==> config.mk <==
export PLATFORM = sky130hd
export DESIGN_NAME = kdm_ctrl
export DESIGN_NICKNAME = d
export VERILOG_FILES = /design/src/hw/rtl/kdm_pkg.sv /design/src/hw/rtl/kdm_ctrl.sv
export SDC_FILE = /design/constraint.sdc
export NUM_CORES = 1
export LEC_CHECK = 0
export CORE_ASPECT_RATIO = 0.6
export CORE_MARGIN = 4
export CORE_UTILIZATION = 60
export CTS_CLUSTER_SIZE = 12
export DETAILED_ROUTE_END_ITERATION = 8
export DONT_BUFFER_PORTS = 1
export GPL_ROUTABILITY_DRIVEN = 1
export GPL_TIMING_DRIVEN = 0
export HOLD_SLACK_MARGIN = 0.12
export PLACE_DENSITY_LB_ADDON = 0.12
export SLEW_MARGIN = 20
export SYNTH_ARGS = -nofsm -noshare
export SYNTH_HDL_FRONTEND = slang
export SYNTH_SLANG_ARGS = --single-unit
==> constraint.sdc <==
create_clock -name clk -period 3.86 [get_ports clk]
set_input_delay 0.386 -clock clk [delete_from_list [all_inputs] [get_ports clk]]
set_output_delay 0.386 -clock clk [all_outputs]
set_load 0.01 [all_outputs]
==> src/hw/rtl/kdm_pkg.sv <==
`timescale 1ns / 1ps
// kdm_pkg: shared types and constants for the k-way descending merge
// no dependencies; used by kdm_ctrl, kdm_datapath and kway_descending_merge

package kdm_pkg;

	localparam int MAX_LISTS_DEF  = 32;
	localparam int VALUE_BITS_DEF = 31;
	localparam int CFG_BITS       = 6;
	localparam int ID_BITS        = 5;

	localparam logic [CFG_BITS-1:0] NUM_LISTS_RST = 6'd4;

	localparam logic OP_LOAD   = 1'b0;
	localparam logic OP_REFILL = 1'b1;

	typedef enum logic [3:0] {
		ST_LOAD  = 4'b0001,
		ST_SORT  = 4'b0010,
		ST_EMIT  = 4'b0100,
		ST_MERGE = 4'b1000
	} kdm_state_t;

	// commands from the controller to the head array
	typedef struct packed {
		logic load_wr;
		logic sort_step;
		logic refill;
	} kdm_cmd_t;

	typedef struct packed {
		logic top_zero;
	} kdm_status_t;

endpackage

==> src/hw/rtl/kdm_ctrl.sv <==
`timescale 1ns / 1ps
// kdm_ctrl: phase state machine, load counter, list count register and sort sequencer
// depends on kdm_pkg; drives kdm_datapath

module kdm_ctrl import kdm_pkg::*; #(
	parameter int MAX_LISTS = MAX_LISTS_DEF,
	localparam int CNT_W    = $clog2(MAX_LISTS + 1)
) (
	input  logic                clk,
	input  logic                arst_n,
	input  logic                cfg_wr_en,
	input  logic [CFG_BITS-1:0] cfg_wr_data,
	input  logic                start,
	input  logic                op,
	input  kdm_status_t         status,
	output logic                busy,
	output logic                result_valid,
	output logic                done_res,
	output kdm_cmd_t            cmd,
	output logic [CNT_W-1:0]    load_count,
	output logic [CNT_W-1:0]    sort_idx,
	output logic [CNT_W-1:0]    active_n
);

	localparam int CMP_W = (CNT_W > CFG_BITS) ? CNT_W : CFG_BITS;

	kdm_state_t          state_q;
	logic [CFG_BITS-1:0] num_lists_q;
	logic [CNT_W-1:0]    load_count_q;
	logic [CNT_W-1:0]    sort_idx_q;
	logic [CNT_W-1:0]    active_n_q;
	logic [CMP_W-1:0]    cfg_ext;
	logic [CMP_W-1:0]    max_ext;
	logic [CMP_W-1:0]    eff_ext;
	logic [CNT_W-1:0]    eff_n;
	logic [CNT_W-1:0]    cnt_next;
	logic                accept;
	logic                load_go;
	logic                load_done;
	logic                refill_go;

	// clamp the list count to 1..MAX_LISTS
	assign cfg_ext = CMP_W'(num_lists_q);
	assign max_ext = CMP_W'(MAX_LISTS);
	assign eff_ext = (cfg_ext == '0) ? CMP_W'(1) : ((cfg_ext > max_ext) ? max_ext : cfg_ext);
	assign eff_n   = CNT_W'(eff_ext);

	assign busy      = !(state_q == ST_LOAD || state_q == ST_MERGE);
	assign accept    = start && !busy;
	assign load_go   = accept && (state_q == ST_LOAD) && (op == OP_LOAD);
	assign refill_go = accept && (state_q == ST_MERGE) && (op == OP_REFILL);
	assign cnt_next  = (load_count_q < CNT_W'(MAX_LISTS)) ? load_count_q + CNT_W'(1)
	                                                      : load_count_q;
	assign load_done = load_go && (cnt_next >= eff_n);

	assign cmd.load_wr   = load_go && (load_count_q < CNT_W'(MAX_LISTS));
	assign cmd.sort_step = (state_q == ST_SORT) && (sort_idx_q < active_n_q);
	assign cmd.refill    = refill_go;

	assign result_valid = (state_q == ST_EMIT);
	assign done_res     = result_valid && status.top_zero;
	assign load_count   = load_count_q;
	assign sort_idx     = sort_idx_q;
	assign active_n     = active_n_q;

	always_ff @(posedge clk or negedge arst_n) begin
		if (!arst_n) begin
			num_lists_q <= NUM_LISTS_RST;
		end else if (cfg_wr_en) begin
			num_lists_q <= cfg_wr_data;
		end
	end

	always_ff @(posedge clk or negedge arst_n) begin
		if (!arst_n) begin
			state_q      <= ST_LOAD;
			load_count_q <= '0;
			sort_idx_q   <= '0;
			active_n_q   <= CNT_W'(1);
		end else begin
			case (state_q)
				ST_LOAD: begin
					if (load_go) begin
						load_count_q <= cnt_next;
					end
					if (load_done) begin
						active_n_q <= eff_n;
						sort_idx_q <= CNT_W'(1);
						state_q    <= ST_SORT;
					end
				end
				ST_SORT: begin
					if (sort_idx_q < active_n_q) begin
						sort_idx_q <= sort_idx_q + CNT_W'(1);
					end else begin
						state_q <= ST_EMIT;
					end
				end
				ST_EMIT: begin
					if (status.top_zero) begin
						load_count_q <= '0;
						state_q      <= ST_LOAD;
					end else begin
						state_q <= ST_MERGE;
					end
				end
				ST_MERGE: begin
					if (refill_go) begin
						state_q <= ST_EMIT;
					end
				end
				default: begin
					state_q <= ST_LOAD;
				end
			endcase
		end
	end

	a_single_word: assert property (@(posedge clk) disable iff (!arst_n)
		result_valid |=> !result_valid)
		else $error("two result words in a row");

	a_done_reload: assert property (@(posedge clk) disable iff (!arst_n)
		done_res |=> (state_q == ST_LOAD && load_count_q == '0))
		else $error("done did not return to load phase");

	a_refill_result: assert property (@(posedge clk) disable iff (!arst_n)
		refill_go |=> result_valid)
		else $error("refill word gave no result");

	a_count_range: assert property (@(posedge clk) disable iff (!arst_n)
		load_count_q <= CNT_W'(MAX_LISTS))
		else $error("load count beyond list capacity");

	a_sort_bounds: assert property (@(posedge clk) disable iff (!arst_n)
		(state_q == ST_SORT) |-> (sort_idx_q != '0 && sort_idx_q <= active_n_q))
		else $error("sort index out of range");

endmodule

==> metrics, run 1 <==
min Tclk post-route between 2 and 2.5 ns; n_diodes 0; WL per Instance 17.9 um; share of layout cells above drive strength 1 between 10% and 20%; maximum VDD drop just over 0.3 mV; Total Neg Setup Slack 0 ns; Post-synth ARST share 100%; worst slew pin tran 0.407 ns; clk root buf clkbuf_8; M1 wire length 1650 um; final core utilization a little under three quarters; clk_skew 0.00589 ns; GRT Total Usage 21.1%; post-DR vias/cell about 6; leading area contributor after synthesis dfrtp_1; Initial Util 65.7%; DP Worst Slack 1.48 ns; Iteration-0 DRC Markers ~110; Mapped Cells 167; MaxCap Viol Count 0; drt drc 0; synthesized flop and latch total 28; Power Dens Cells 602 nW/um^2; Port Buffers 0; status complete, no violations; sequential fraction of design power 42.8%; I/O pin count 36; crit start category flip-flop; TritonCTS Buffers 3; row count 14; Vias 1,262; drt first pass iters 4; Clock transition at path regs 0.10 ns; Ys Warns 0; htree depth 1; Avg Cell Area, Syn between 10 and 15 um^2; post-layout net count a little under 200; Horiz. Die Dim 77.0 um; switching power 426 uW; Min-Delay Path Class input port to flip-flop; leakage power 0.000880 uW; unrepaired setup endpoints after global routing false; max-slew violations 0; Required @ worst endpoint just over 4 ns; Finished Cell Area 1860 um^2; post-synth top area share 36.5%; Worst R2R Path Depth 8; GPL Wtd Cong 0.800; clock latency on the worst-skew pair 0.28 ns; Max-slew headroom 72.8%; R2R Setup Slk 1.42 ns; Detailed Place HPWL 2720 um; WS Path Type flip-flop to flip-flop; sequential share of the synthesized area between 40% and 50%; final antenna-violating net count 0; grt total ovfl 0; Syn Nets approximately 190; largest net degree at the start of global routing 29; core area 2610 um^2; Top Layer Used met4; FF-to-FF End sort_idx[4]$_DFFE_PN0P_; total chip power 1120 uW; Post-synth EDFFs 0; Post-DP Area 1750 um^2; fraction of power consumed by combinational cells approximately 37%; Post-CTS Setup Inserts 0; Critical Path End sort_idx[4]$_DFFE_PN0P_; r2r startpoint load_count[0]$_DFFE_PN0P_; met3 WL roughly 230 um; dominant synthesized flop cell dfrtp_1; Int Power 692 uW; CP Data Arrival Time ~2.6 ns; initial antenna violation count 0; Unique masters post-synth 39; Crit. Startpoint load_count[0]$_DFFE_PN0P_; first-pass GRT wire length 6300 um; routed length on met2 1790 um; worst-path maximum fanout 10; Hold Fails Final Rpt 0; die area 3800 um^2; Max clock buf depth 2; Worst setup EP type flip-flop; vias in the first global route 1,291; fmax 409 MHz; final setup vio count 0; CTS tree yes; area grow syn2layout 8.25%; # clock sinks 28; hold path cells 2; Clk pwr share around a fifth; final period utilization a little over three fifths; final worst setup slack 1.42 ns; Syn Std Cell Area 1710 um^2; Die Ht 49.4 um; sw frac 38.1%; drt total wl 3670 um; synth top area cells dfrtp_1 36%, ha_1 9.5%, mux2_2 5.3%
[logic make-up after synthesis]
logic type / after synthesis / synth area share, %
mux: 15 / 9.34
fa+ha+maj: 13 / 9.49
simple gates: 63 / 20.4
compound gates: 26 / 11.4
buf+inv: 17 / 5.77
flops: 28 / 41.1
xor+xnor: 5 / 2.55
[stage by stage]
step                hold slack (ns)  std cells
finish                        0.226        205
global route                  0.224        205
CTS                           0.219        205
detailed placement           0.0910        199
global placement             0.0910        199
floorplan                    0.0904        167
[flip-flops by register name, summed over array words and instances (netlist names)]
register    cells
active_n        6
load_count      6
cfg_ext         6
state_q         4
sort_idx        6
[layout make-up]
type / instances / area, um^2
buffer: 7 / 61.3
clock buffer: 3 / 41.3
clock inverter: 1 / 30.0
fill: 198 / 754
inverter: 10 / 37.5
multi-input combinational: 122 / 911
sequential: 28 / 704
tap: 32 / 40.0
timing repair buffer: 2 / 30.0
[how the worst min path moves through the flow]
stage	from	end	slack, ns
after floorplan	arst_n	active_n[1]$_DFFE_PN0P_	0.09
after global placement	arst_n	state_q[3]$_DFFE_PN0P_	0.09
after detailed placement	arst_n	state_q[3]$_DFFE_PN0P_	0.09
after CTS	cfg_wr_data[5]	cfg_ext[5]$_DFFE_PN0P_	0.22
after global routing	cfg_wr_data[5]	cfg_ext[5]$_DFFE_PN0P_	0.22
final	cfg_wr_data[5]	cfg_ext[5]$_DFFE_PN0P_	0.23
[critical path: stages (launching register included)]
cell	delay, ns
dfrtp_1	0.50
ha_1	0.33
mux2_2	0.28
ha_1	0.29
a21oi_1	0.07
nor3_1	0.33
o21bai_4	0.14
buf_6	0.17
a31o_1	0.22
[per-layer routing]
layer,vias to the layer above,global-route usage [%]
met4,0,3.25
met3,2,6.46
met5,-,0
met2,42,34.8
met1,618,27.8
li1,600,-
[cell usage after synthesis, types with 3 or more instances]
library cell and count:
dfstp_2 3, ha_1 13, nand3_1 11, dfrtp_1 25, nand2b_1 7, buf_6 4, nor2_1 7, a31o_2 3
o31ai_1 4, mux2_2 8, inv_1 10, mux2i_1 7, nand2_1 20, a21oi_1 8, xnor2_1 4, o21ai_0 4
[power groups by stage]
stage | clock network [uW] | registers [uW] | logic (uW)
floorplan | 0 | 460 | 320
global placement | 0 | 480 | 365
detailed placement | 0 | 486 | 386
CTS | 238 | 480 | 409
global route | 254 | 491 | 461
finish | 231 | 479 | 408
[timing repair]
item	CTS	global route
gates resized for setup	0	0
hold buffers	2	0
endpoints found under the hold margin	28	0
[cell usage in the layout (no fill, tap or decap), drive strengths merged, types with 2 or more instances in the layout]
cell,instances
nor4,2
nand2,20
mux2,8
mux2i,7
clkbuf,4
nand3b,2
nand3,11
o21ai,5
nor2b,2
o21bai,2
nand2b,7
a31o,5
dfrtp,25
xnor2,4
dfstp,3
nor4b,3
o31ai,4
and2,2
a21oi,8
nor2,7
buf,7
nor3,3
inv,10
ha,13
Note: power is estimated with default switching activity, not from simulation.
==> run 2, diff against run 1 <==
==> constraint.sdc (replaced) <==
create_clock -name clk -period 2.4 [get_ports clk]
set_input_delay 0.24 -clock clk [delete_from_list [all_inputs] [get_ports clk]]
set_output_delay 0.24 -clock clk [all_outputs]
set_load 0.01 [all_outputs]
==> run 2 against run 1 <==
Sequential power increased by 63%. Global-route usage increased by 0.26 points. Clock-buffer cell count did not move. Non-clock buffer count up 8. Sequential share of layout area shrank 1.8 points. Maximum frequency up 6.2%. Register-to-register slack lost 1.3 ns. Setup slack worse by 1.3 ns. Final area up 5.6%. Critical path depth grew 1. Total power grew 66%.
==> metrics, run 2 (synthesis results as in run 1) <==
final period utilization 95.8% (+33 points); initial antenna violation count 0 (unchanged); hold path startpoint status; hold path endpoint state_q[3]$_DFFE_PN0P_; Hold Fails Final Rpt 0 (unchanged); I/O pin count 36 (unchanged); crit start category flip-flop; Max-slew headroom 72.6% (-0.18 points); r2r startpoint load_count[1]$_DFFE_PN0P_; status complete, no violations; row count 14 (unchanged); Max clock buf depth 2 (unchanged); htree depth 1 (unchanged); worst-path maximum fanout 6 (-4); TritonCTS Buffers 3 (unchanged); final core utilization 75.1% (+4.0 points); most common cell after layout, fill and taps aside dfrtp_1; area grow syn2layout 14.3%; Clock transition at path regs 0.10 ns (about the same); share of layout cells above drive strength 1 23.2% (+4.1 points); MaxCap Viol Count 0 (unchanged); GPL Wtd Cong 0.800 (unchanged); slowest CP cell dfrtp_1; hold path cells 3 (+1); FF+latch area 708 um^2 (+0.53%); # clock sinks 28 (unchanged); Min-Delay Path Class input port to flip-flop; WL per Instance 17.9 um (about the same); most frequent CP cell ha_1; Initial Util 65.7% (unchanged); first-pass GRT wire length 6330 um (+0.44%); area of the multi-input gates 932 um^2 (+2.3%); Iteration-0 DRC Markers 123 (+7.9%); most frequent cells in the layout 22 x dfrtp_1, 20 x nand2_1, 13 x ha_1, 11 x nand3_1, 10 x inv_1; post-DR vias/cell 6.10 (-0.93%); final worst setup slack 0.0999 ns (-1.32 ns); Power Dens Cells 947 nW/um^2 (+57%); n_diodes 0 (unchanged); Detailed Place HPWL 2720 um (unchanged); CP Data Arrival Time 2.47 ns (-0.14 ns); drt drc 0 (unchanged); Fillers 182 (-8.1%); max-slew violations 0 (unchanged); Vias 1,299 (+2.9%); Die Ht 49.4 um (unchanged); total chip power 1850 uW (+66%); die area 3800 um^2 (unchanged); CTS tree yes; clk root buf clkbuf_8; DP Worst Slack 0.0194 ns (-1.46 ns); leakage power 0.000920 uW (+4.6%); Required @ worst endpoint 2.57 ns (-1.46 ns); Port Buffers 0 (unchanged); FF-to-FF End sort_idx[2]$_DFFE_PN0P_; CP cell instances ha_1, nand3_1, xnor2_1, ha_1, nand2_1, o21ai_0, o21bai_4, buf_4, a31o_2; final setup vio count 0 (unchanged); post-layout net count 207 (+4.0%); core area 2610 um^2 (unchanged); clock latency on the worst-skew pair 0.28 ns (about the same); Finished Cell Area 1960 um^2 (+5.6%); R2R Setup Slk 0.1 ns (-1.32 ns); maximum VDD drop 0.497 mV (+61%); Worst setup EP type flip-flop; drt total wl 3820 um (+4.0%); GRT Total Usage 21.3% (+0.26 points); WS Path Type flip-flop to flip-flop; clk_skew 0.00377 ns (-0.00213 ns); worst slew pin tran 0.409 ns (+0.00269 ns); drt first pass iters 4 (unchanged); Post-DP Area 1750 um^2 (unchanged); min Tclk post-route 2.30 ns (-0.142 ns); Worst R2R Path Depth 9 (+1); Horiz. Die Dim 77.0 um (unchanged); fmax 435 MHz (+6.2%); grt total ovfl 0 (unchanged); largest net degree at the start of global routing 29 (unchanged); Crit path largest cell delay 0.49 ns (about the same); final antenna-violating net count 0 (unchanged); vias in the first global route 1,282 (-0.70%)
run 2: power breakdown:
group,switching [uW],internal (uW),leakage (uW)
clock network,150,223,0.0000357
registers,180,600,0.000344
logic,379,322,0.000540
run 2: cell type report:
type / count / area share (%)
plain buffers: 7 / 3.32
clock buffers: 3 / 2.11
clock inverters: 1 / 1.53
inverters: 10 / 1.92
multi-input cells: 122 / 47.6
flip-flops and latches: 28 / 36.1
well taps: 32 / 2.04
repair buffers: 10 / 5.36
run 2: stage by stage:
stage,cells,setup TNS [ns],hold slack (ns)
global route,213,-0.0136,0.213
CTS,211,0,0.198
finish,213,0,0.215
floorplan,167,0,-0.0556
detailed placement,199,0,-0.0550
global placement,199,0,-0.0550
run 2: worst max path at each step:
stage,slack [ns],endpoint,startpoint,cells after the start
2_1_floorplan,0.16,sort_idx[4]$_DFFE_PN0P_,load_count[0]$_DFFE_PN0P_,8
4_1_cts,0.04,active_n[1]$_DFFE_PN0P_,load_count[0]$_DFFE_PN0P_,8
3_3_place_gp,0.03,sort_idx[3]$_DFFE_PN0P_,load_count[0]$_DFFE_PN0P_,8
6_report,0.1,sort_idx[2]$_DFFE_PN0P_,load_count[1]$_DFFE_PN0P_,9
5_1_grt,-0.01,active_n[1]$_DFFE_PN0P_,load_count[5]$_DFFE_PN0P_,9
3_5_place_dp,0.02,sort_idx[4]$_DFFE_PN0P_,load_count[0]$_DFFE_PN0P_,8
run 2: worst max-delay path, delay by kind of cell (launching register included):
kind            cells  cell delay (ns)
simple gates        2             0.17
flops               1             0.49
buf+inv             1             0.16
fa+ha+maj           2             0.50
compound gates      3             0.71
xor+xnor            1             0.17
run 2: per-layer routing:
metal,track usage [%],wire [um]
met3,6.46,264
met5,0,0
met1,28.1,1660
met2,35.4,1870
met4,3.25,20
run 2: what timing repair did:
item | CTS | global route
pin swaps | 0 | 1
endpoints found under the hold margin | 34 | 0
setup buffers | 0 | 2
hold buffers | 8 | 0
resized for setup | 1 | 7
gates cloned | 0 | 0
endpoints found under the setup margin | 2 | 10
